===== config.mk =====
export PLATFORM = sky130hd
export DESIGN_NAME = modular_exponentiation_core
export DESIGN_NICKNAME = d
export VERILOG_FILES = /design/src/rtl/mexp_pkg.sv /design/src/rtl/modular_exponentiation_core.sv
export SDC_FILE = /design/constraint.sdc
export NUM_CORES = 1
export LEC_CHECK = 0
export BUFFER_PORTS_ARGS = -buffer_cell sky130_fd_sc_hd__buf_2
export CORE_MARGIN = 2
export CORE_UTILIZATION = 60
export DETAILED_ROUTE_END_ITERATION = 7
export GPL_TIMING_DRIVEN = 0
export HOLD_SLACK_MARGIN = 0.08
export PLACE_DENSITY = 0.87
export REMOVE_ABC_BUFFERS = 1
export SLEW_MARGIN = 20
export SYNTH_ARGS = -nofsm -noshare
export SYNTH_HDL_FRONTEND = slang
export SYNTH_SLANG_ARGS = --single-unit
export TNS_END_PERCENT = 100

===== constraint.sdc =====
create_clock -name clk -period 7.4 [get_ports clk]
set_clock_uncertainty 0.15 [all_clocks]
set_input_delay 1.48 -clock clk [delete_from_list [all_inputs] [get_ports clk]]
set_output_delay 1.48 -clock clk [all_outputs]
set_load 0.02 [all_outputs]

===== src/rtl/mexp_pkg.sv =====
// Shared constants for the modular exponentiation core: register indexes and state codes.
`timescale 1ns / 1ps

package mexp_pkg;

	// Register indexes on the configuration write port.
	localparam int unsigned REG_INDEX_WIDTH = 1;
	localparam logic [REG_INDEX_WIDTH-1:0] REG_MODULUS  = 1'b0;
	localparam logic [REG_INDEX_WIDTH-1:0] REG_EXPONENT = 1'b1;

	// Sequencer state vector.
	localparam int unsigned STATE_WIDTH = 3;
	typedef logic [STATE_WIDTH-1:0] state_t;

	localparam state_t ST_IDLE   = 3'd0;
	localparam state_t ST_REDUCE = 3'd1;
	localparam state_t ST_EXP    = 3'd2;
	localparam state_t ST_MULA   = 3'd3;
	localparam state_t ST_MULS   = 3'd4;
	localparam state_t ST_FINISH = 3'd5;

endpackage


===== src/rtl/modular_exponentiation_core.sv =====
// Modular exponentiation core: base ^ exponent mod modulus by bit-serial square-and-multiply.
`timescale 1ns / 1ps

//  Channel   Direction  Handshake              Payload
//  in        input      in_valid / in_stall    base   [MOD_WIDTH-1:0]
//  out       output     out_valid / out_stall  result [MOD_WIDTH-1:0]
//  config    input      wr_en                  wr_index, wr_data [MOD_WIDTH-1:0]
//
//  A word first has its base reduced bit by bit, then per exponent bit up to the highest
//  set one a test step, a multiply where the bit is set and a squaring, each a run of
//  add-and-double steps on the single shared multiply unit. A zero modulus skips all
//  arithmetic, and a zero exponent skips the multiplies and squarings.
//  Reset (arst_n low) returns the modulus to 2 and the exponent to 1 and empties the core.
//  A finished result waits in the output register while the next word is accepted.

module modular_exponentiation_core
	import mexp_pkg::*;
#(
	parameter int unsigned MOD_WIDTH = 16
) (
	input  logic                       clk,
	input  logic                       arst_n,
	input  logic                       in_valid,
	output logic                       in_stall,
	input  logic [MOD_WIDTH-1:0]       base,
	output logic                       out_valid,
	input  logic                       out_stall,
	output logic [MOD_WIDTH-1:0]       result,
	input  logic                       wr_en,
	input  logic [REG_INDEX_WIDTH-1:0] wr_index,
	input  logic [MOD_WIDTH-1:0]       wr_data
);

	localparam int unsigned CNT_WIDTH = (MOD_WIDTH > 1) ? $clog2(MOD_WIDTH) : 1;
	localparam logic [CNT_WIDTH-1:0] CNT_LAST = CNT_WIDTH'(MOD_WIDTH - 1);
	localparam logic [MOD_WIDTH-1:0] MOD_ZERO = '0;
	localparam logic [MOD_WIDTH-1:0] MOD_ONE  = MOD_WIDTH'(1);

	state_t                state_q;
	logic [MOD_WIDTH-1:0]  modulus_q;
	logic [MOD_WIDTH-1:0]  exponent_q;
	logic [MOD_WIDTH-1:0]  base_sh_q;
	logic [CNT_WIDTH-1:0]  cnt_q;
	logic [MOD_WIDTH-1:0]  rem_q;
	logic [MOD_WIDTH-1:0]  acc_q;
	logic [MOD_WIDTH-1:0]  sq_q;
	logic [MOD_WIDTH-1:0]  exp_sh_q;
	logic [MOD_WIDTH-1:0]  madd_q;
	logic [MOD_WIDTH-1:0]  mb_q;
	logic [MOD_WIDTH-1:0]  macc_q;
	logic                  out_valid_q;
	logic [MOD_WIDTH-1:0]  result_q;

	logic [MOD_WIDTH:0]    rem_trial;
	logic [MOD_WIDTH-1:0]  rem_next;
	logic [MOD_WIDTH:0]    acc_sum;
	logic [MOD_WIDTH-1:0]  acc_sum_red;
	logic [MOD_WIDTH:0]    dbl_sum;
	logic [MOD_WIDTH-1:0]  dbl_sum_red;
	logic                  in_accept;
	logic                  out_free;

	// Configuration registers.
	always_ff @(posedge clk or negedge arst_n) begin
		if (!arst_n) begin
			modulus_q  <= MOD_WIDTH'(2);
			exponent_q <= MOD_ONE;
		end else if (wr_en) begin
			unique case (wr_index)
				REG_MODULUS:  modulus_q  <= wr_data;
				REG_EXPONENT: exponent_q <= wr_data;
				default:      ;
			endcase
		end
	end

	// One restoring step of the base reduction: bring in one base bit, subtract if it fits.
	always_comb begin
		rem_trial = {rem_q, base_sh_q[MOD_WIDTH-1]};
		if (rem_trial >= {1'b0, modulus_q}) begin
			rem_next = MOD_WIDTH'(rem_trial - {1'b0, modulus_q});
		end else begin
			rem_next = rem_trial[MOD_WIDTH-1:0];
		end
	end

	// One add-and-double step of the modular multiply; both sums stay below the modulus.
	always_comb begin
		acc_sum = {1'b0, macc_q} + {1'b0, madd_q};
		if (acc_sum >= {1'b0, modulus_q}) begin
			acc_sum_red = MOD_WIDTH'(acc_sum - {1'b0, modulus_q});
		end else begin
			acc_sum_red = acc_sum[MOD_WIDTH-1:0];
		end
		dbl_sum = {madd_q, 1'b0};
		if (dbl_sum >= {1'b0, modulus_q}) begin
			dbl_sum_red = MOD_WIDTH'(dbl_sum - {1'b0, modulus_q});
		end else begin
			dbl_sum_red = dbl_sum[MOD_WIDTH-1:0];
		end
	end

	assign in_stall  = (state_q != ST_IDLE);
	assign in_accept = in_valid && !in_stall;
	assign out_free  = !out_valid_q || !out_stall;

	// Sequencer state.
	always_ff @(posedge clk or negedge arst_n) begin
		if (!arst_n) begin
			state_q <= ST_IDLE;
		end else begin
			unique case (state_q)
				ST_IDLE: begin
					if (in_accept) begin
						state_q <= (modulus_q == MOD_ZERO) ? ST_FINISH : ST_REDUCE;
					end
				end
				ST_REDUCE: begin
					if (cnt_q == '0) begin
						state_q <= ST_EXP;
					end
				end
				ST_EXP: begin
					priority if (exp_sh_q == MOD_ZERO) begin
						state_q <= ST_FINISH;
					end else if (exp_sh_q[0]) begin
						state_q <= ST_MULA;
					end else begin
						state_q <= ST_MULS;
					end
				end
				ST_MULA: begin
					if (mb_q == MOD_ZERO) begin
						state_q <= ST_MULS;
					end
				end
				ST_MULS: begin
					if (mb_q == MOD_ZERO) begin
						state_q <= ST_EXP;
					end
				end
				ST_FINISH: begin
					if (out_free) begin
						state_q <= ST_IDLE;
					end
				end
				default: state_q <= ST_IDLE;
			endcase
		end
	end

	// Output word valid: set when a finished result moves in, cleared when it is taken.
	always_ff @(posedge clk or negedge arst_n) begin
		if (!arst_n) begin
			out_valid_q <= 1'b0;
		end else if ((state_q == ST_FINISH) && out_free) begin
			out_valid_q <= 1'b1;
		end else if (out_valid_q && !out_stall) begin
			out_valid_q <= 1'b0;
		end
	end

	// Datapath shift registers and the shared multiply unit.
	always_ff @(posedge clk) begin
		unique case (state_q)
			ST_IDLE: begin
				base_sh_q <= base;
				cnt_q     <= CNT_LAST;
				rem_q     <= MOD_ZERO;
				acc_q     <= MOD_ZERO;
				exp_sh_q  <= exponent_q;
			end
			ST_REDUCE: begin
				rem_q     <= rem_next;
				base_sh_q <= {base_sh_q[MOD_WIDTH-2:0], 1'b0};
				cnt_q     <= cnt_q - CNT_WIDTH'(1);
				if (cnt_q == '0) begin
					sq_q  <= rem_next;
					acc_q <= (modulus_q == MOD_ONE) ? MOD_ZERO : MOD_ONE;
				end
			end
			ST_EXP: begin
				macc_q <= MOD_ZERO;
				mb_q   <= sq_q;
				madd_q <= exp_sh_q[0] ? acc_q : sq_q;
			end
			ST_MULA, ST_MULS: begin
				if (mb_q == MOD_ZERO) begin
					if (state_q == ST_MULA) begin
						acc_q  <= macc_q;
						macc_q <= MOD_ZERO;
						mb_q   <= sq_q;
						madd_q <= sq_q;
					end else begin
						sq_q     <= macc_q;
						exp_sh_q <= {1'b0, exp_sh_q[MOD_WIDTH-1:1]};
					end
				end else begin
					if (mb_q[0]) begin
						macc_q <= acc_sum_red;
					end
					madd_q <= dbl_sum_red;
					mb_q   <= {1'b0, mb_q[MOD_WIDTH-1:1]};
				end
			end
			ST_FINISH: begin
				if (out_free) begin
					result_q <= acc_q;
				end
			end
			default: ;
		endcase
	end

	assign out_valid = out_valid_q;
	assign result    = result_q;

	// The partial remainder never reaches the modulus while the base is reduced.
	assert property (@(posedge clk) disable iff (!arst_n)
		(state_q == ST_REDUCE) |-> (rem_q < modulus_q))
		else $error("base reduction remainder not below modulus");

	// Multiply operands stay reduced throughout the add-and-double steps.
	assert property (@(posedge clk) disable iff (!arst_n)
		((state_q == ST_MULA) || (state_q == ST_MULS)) |->
			((macc_q < modulus_q) && (madd_q < modulus_q)))
		else $error("multiply operand not below modulus");

	// A fresh result is reduced, or zero when the modulus is zero.
	assert property (@(posedge clk) disable iff (!arst_n)
		$rose(out_valid_q) |-> ((result_q < modulus_q) || (modulus_q == MOD_ZERO)))
		else $error("result not below modulus");

	// A zero modulus skips all arithmetic.
	assert property (@(posedge clk) disable iff (!arst_n)
		(in_accept && (modulus_q == MOD_ZERO)) |=> (state_q == ST_FINISH))
		else $error("zero modulus did not bypass the arithmetic");

endmodule


==> run_results.csv <==
group,metric,value,unit
outcome,status,"completed",
placed_design,dp_hpwl,18800,um
clock_network,cts_buffer_depth,2,
cells_and_area,finalInstanceArea,0.0121,sq mm
timing,rsz0062_at_grt,"false",
global_route,grt_remaining_overflow,0,
clock_network,cts_tree,"done",
timing,report.final.hold_viol_count,0,
synthesis,synthMuxAreaShare,5.96,%
drt,vias,8373,
floorplan,dieArea,0.0193,sq mm
global_route,antenna_found_initial,0,
clock_network,holdBufCountCts,0,
synthesis,synth_cells,1060,
synthesis,synth_edf_count,148,
timing,fmax,187,MHz
synthesis,yosysWarnings,0,
synthesis,async_reset_ff_share,19.6,%
worst_setup_path,crit_required,7.44,ns
synthesis,synth_compound_area_share,13.1,%
synthesis,yosys.cell_types.count,66,
global_route,grt_start_max_net_pins,44,
clock_network,clkSinkCount,184,
drt,postRouteWirelength,26100,um
clock_network,clk_pin_slew_worst_paths,0.08,ns
cells_and_area,final_common_cell,"nand2_1",
synthesis,ys_ff_latch,184,
clock_network,cts_setup_buffers,0,
drt,dr.first_iter.drc_count,991,
clock_network,cts_root_buffer,"clkbuf_16",
clock_network,clk_latency,0.44,ns
synthesis,synthAdderAreaFrac,8.19,%
cells_and_area,nets,1212,
timing,tightest_slew,1.13,ns
worst_hold_path,min_path_type,"reg2reg",
drt,drtAntennaViolNets,0,
worst_setup_path,crit_arrival,5.37,ns
flow_run,max_cap_violations,0,
placed_design,io_buffers,55,
synthesis,ys.flop_type,"edfxtp_1",
drt,drcViolationCount,0,
timing,period_needed,5.33,ns
floorplan,core_area,0.0179,sq mm
drt,firstDrtPassIters,5,
synthesis,synth_top_family_by_area,"simple AND/OR/NAND/NOR gates",
floorplan,die_w,139,um
global_route,grt_pass1_wl,42100,um
worst_setup_path,end_kind,"flop",
floorplan,ios,56,
cells_and_area,final_cell_mix,"nand2_1 (193), edfxtp_1 (148), nor2_1 (69), ha_1 (65), buf_2 (55)",
worst_setup_path,worstPathMaxFanout,19,
floorplan,rows,49,
timing,relSlewSlack,24.5,%
timing,slew_viol_final,0,
drt,wl_per_cell,19.4,um
floorplan,die_h,139,um
placed_design,gp_congestion,0.983,
worst_setup_path,worstSetupPathType,"reg2reg",
cells_and_area,areaGrowthSynthToFinish,11.3,%
placed_design,placed_cell_area,0.0115,sq mm
timing,post-route-period-util,72.1,%
cells_and_area,antenna_cells,0,
synthesis,synth-xor-area-share,3.85,%
synthesis,syn_avg_cell_area,10.3,sq um
synthesis,ys_seq_area_share,49.0,%
floorplan,start_util,60.9,%
cells_and_area,final_util,67.8,%
synthesis,synth_simple_gate_area_share,17.1,%
global_route,grt_pass1_vias,8069,
clock_network,htreeDepth,4,
worst_setup_path,critPathLaunchType,"flop",
synthesis,syn_area,0.0109,sq mm
global_route,grt_usage,27.6,%
cells_and_area,drive_above_1_share,13.1,%
drt,routed_via_density,6.22,
timing,setup-violations-final,0,
clock_network,cts_buffers,17,
clock_network,cts_resized,0,
[synth_stat cells, types with 28 or more instances]
master	n	area (sq um)
xnor2_1	33	289
dfrtp_1	34	851
mux2i_1	38	380
clkbuf_1	34	128
inv_1	35	131
nor3_1	28	140
ha_1	65	813
edfxtp_1	148	4440
nor2_1	71	267
a21oi_1	44	220
nand2_1	196	736
o21ai_0	48	240
[registers in the layout (all words and copies together) (netlist names)]
name	flops
acc_q	16
rem_q	16
mb_q	16
macc_q	16
base_sh_q	16
modulus_q	16
sq_q	16
madd_q	16
out_valid	1
cnt_q	4
state_q	3
exp_sh_q	16
result	16
exponent_q	16
[layer usage]
metal | global-route usage (%) | up-vias | wire, um
met4 | 11.1 | 0 | 900
met5 | 0 | - | 0
met1 | 36.6 | 3966 | 10700
li1 | - | 3955 | -
met3 | 4.83 | 63 | 2040
met2 | 45.4 | 389 | 12500
[area by class of cell]
cell class	count	area (sq um)
multi-input combinational	802	5340
sequential	184	5350
fill	1270	5760
clock buffer	18	450
tap	229	287
timing repair buffer	65	418
clock inverter	14	168
inverter	35	131
[critical path: stages, from the launching register on]
cell       delay (ns)
edfxtp_1         0.46
ha_1             0.28
fa_1             0.45
a211oi_1         0.26
o21bai_1         0.17
a221o_1          0.38
o41ai_2          0.36
mux2i_1          0.23
o2111ai_1        0.17
ha_1             0.39
nand4_1          0.12
nor3_1           0.09
a2111oi_0        0.40
o31ai_1          0.23
a21oi_4          0.55
mux2i_1          0.30
nor2_1           0.07
[metrics by stage]
step	hold slack (ns)	TNS (ns)	setup slack (ns)	std cells
global placement	0.277	-7.07	-0.222	1305
CTS	0.306	0	2.14	1347
floorplan	0.272	0	2.20	1021
finish	0.308	0	2.07	1347
detailed placement	0.288	0	2.21	1315
global route	0.316	0	1.72	1347
[cell families after synthesis]
logic type	after synthesis
AND/OR/NAND/NOR	411
AO/OA/AOI/OAI	212
flip-flops	184
buffers and inverters	74
adder cells (fa/ha/maj)	69
multiplexers	62
XOR/XNOR	48
[path summary, 6_finish.rpt]
| kind | from | end | slack (ns) | depth (start not counted) |
|---|---|---|---|---|
| worst min-delay path | acc_q[15]$_DFFE_PP_ | result[15]$_DFFE_PP_ | 0.31 | 0 |
| worst max-delay path | madd_q[0]$_DFFE_PP_ | macc_q[8]$_SDFFCE_PN0P_ | 2.07 | 16 |
| min in group asynchronous | arst_n | exponent_q[12]$_DFFE_PN0P_ | 0.98 | 1 |
| max in group asynchronous | arst_n | modulus_q[0]$_DFFE_PN0P_ | 5.60 | 1 |
| worst min register to register | acc_q[15]$_DFFE_PP_ | result[15]$_DFFE_PP_ | 0.31 | 0 |
| worst max register to register | madd_q[0]$_DFFE_PP_ | macc_q[8]$_SDFFCE_PN0P_ | 2.07 | 16 |
Power is not shown: default switching activity piles up to over one toggle a cycle in this logic, so the estimate is an artifact.
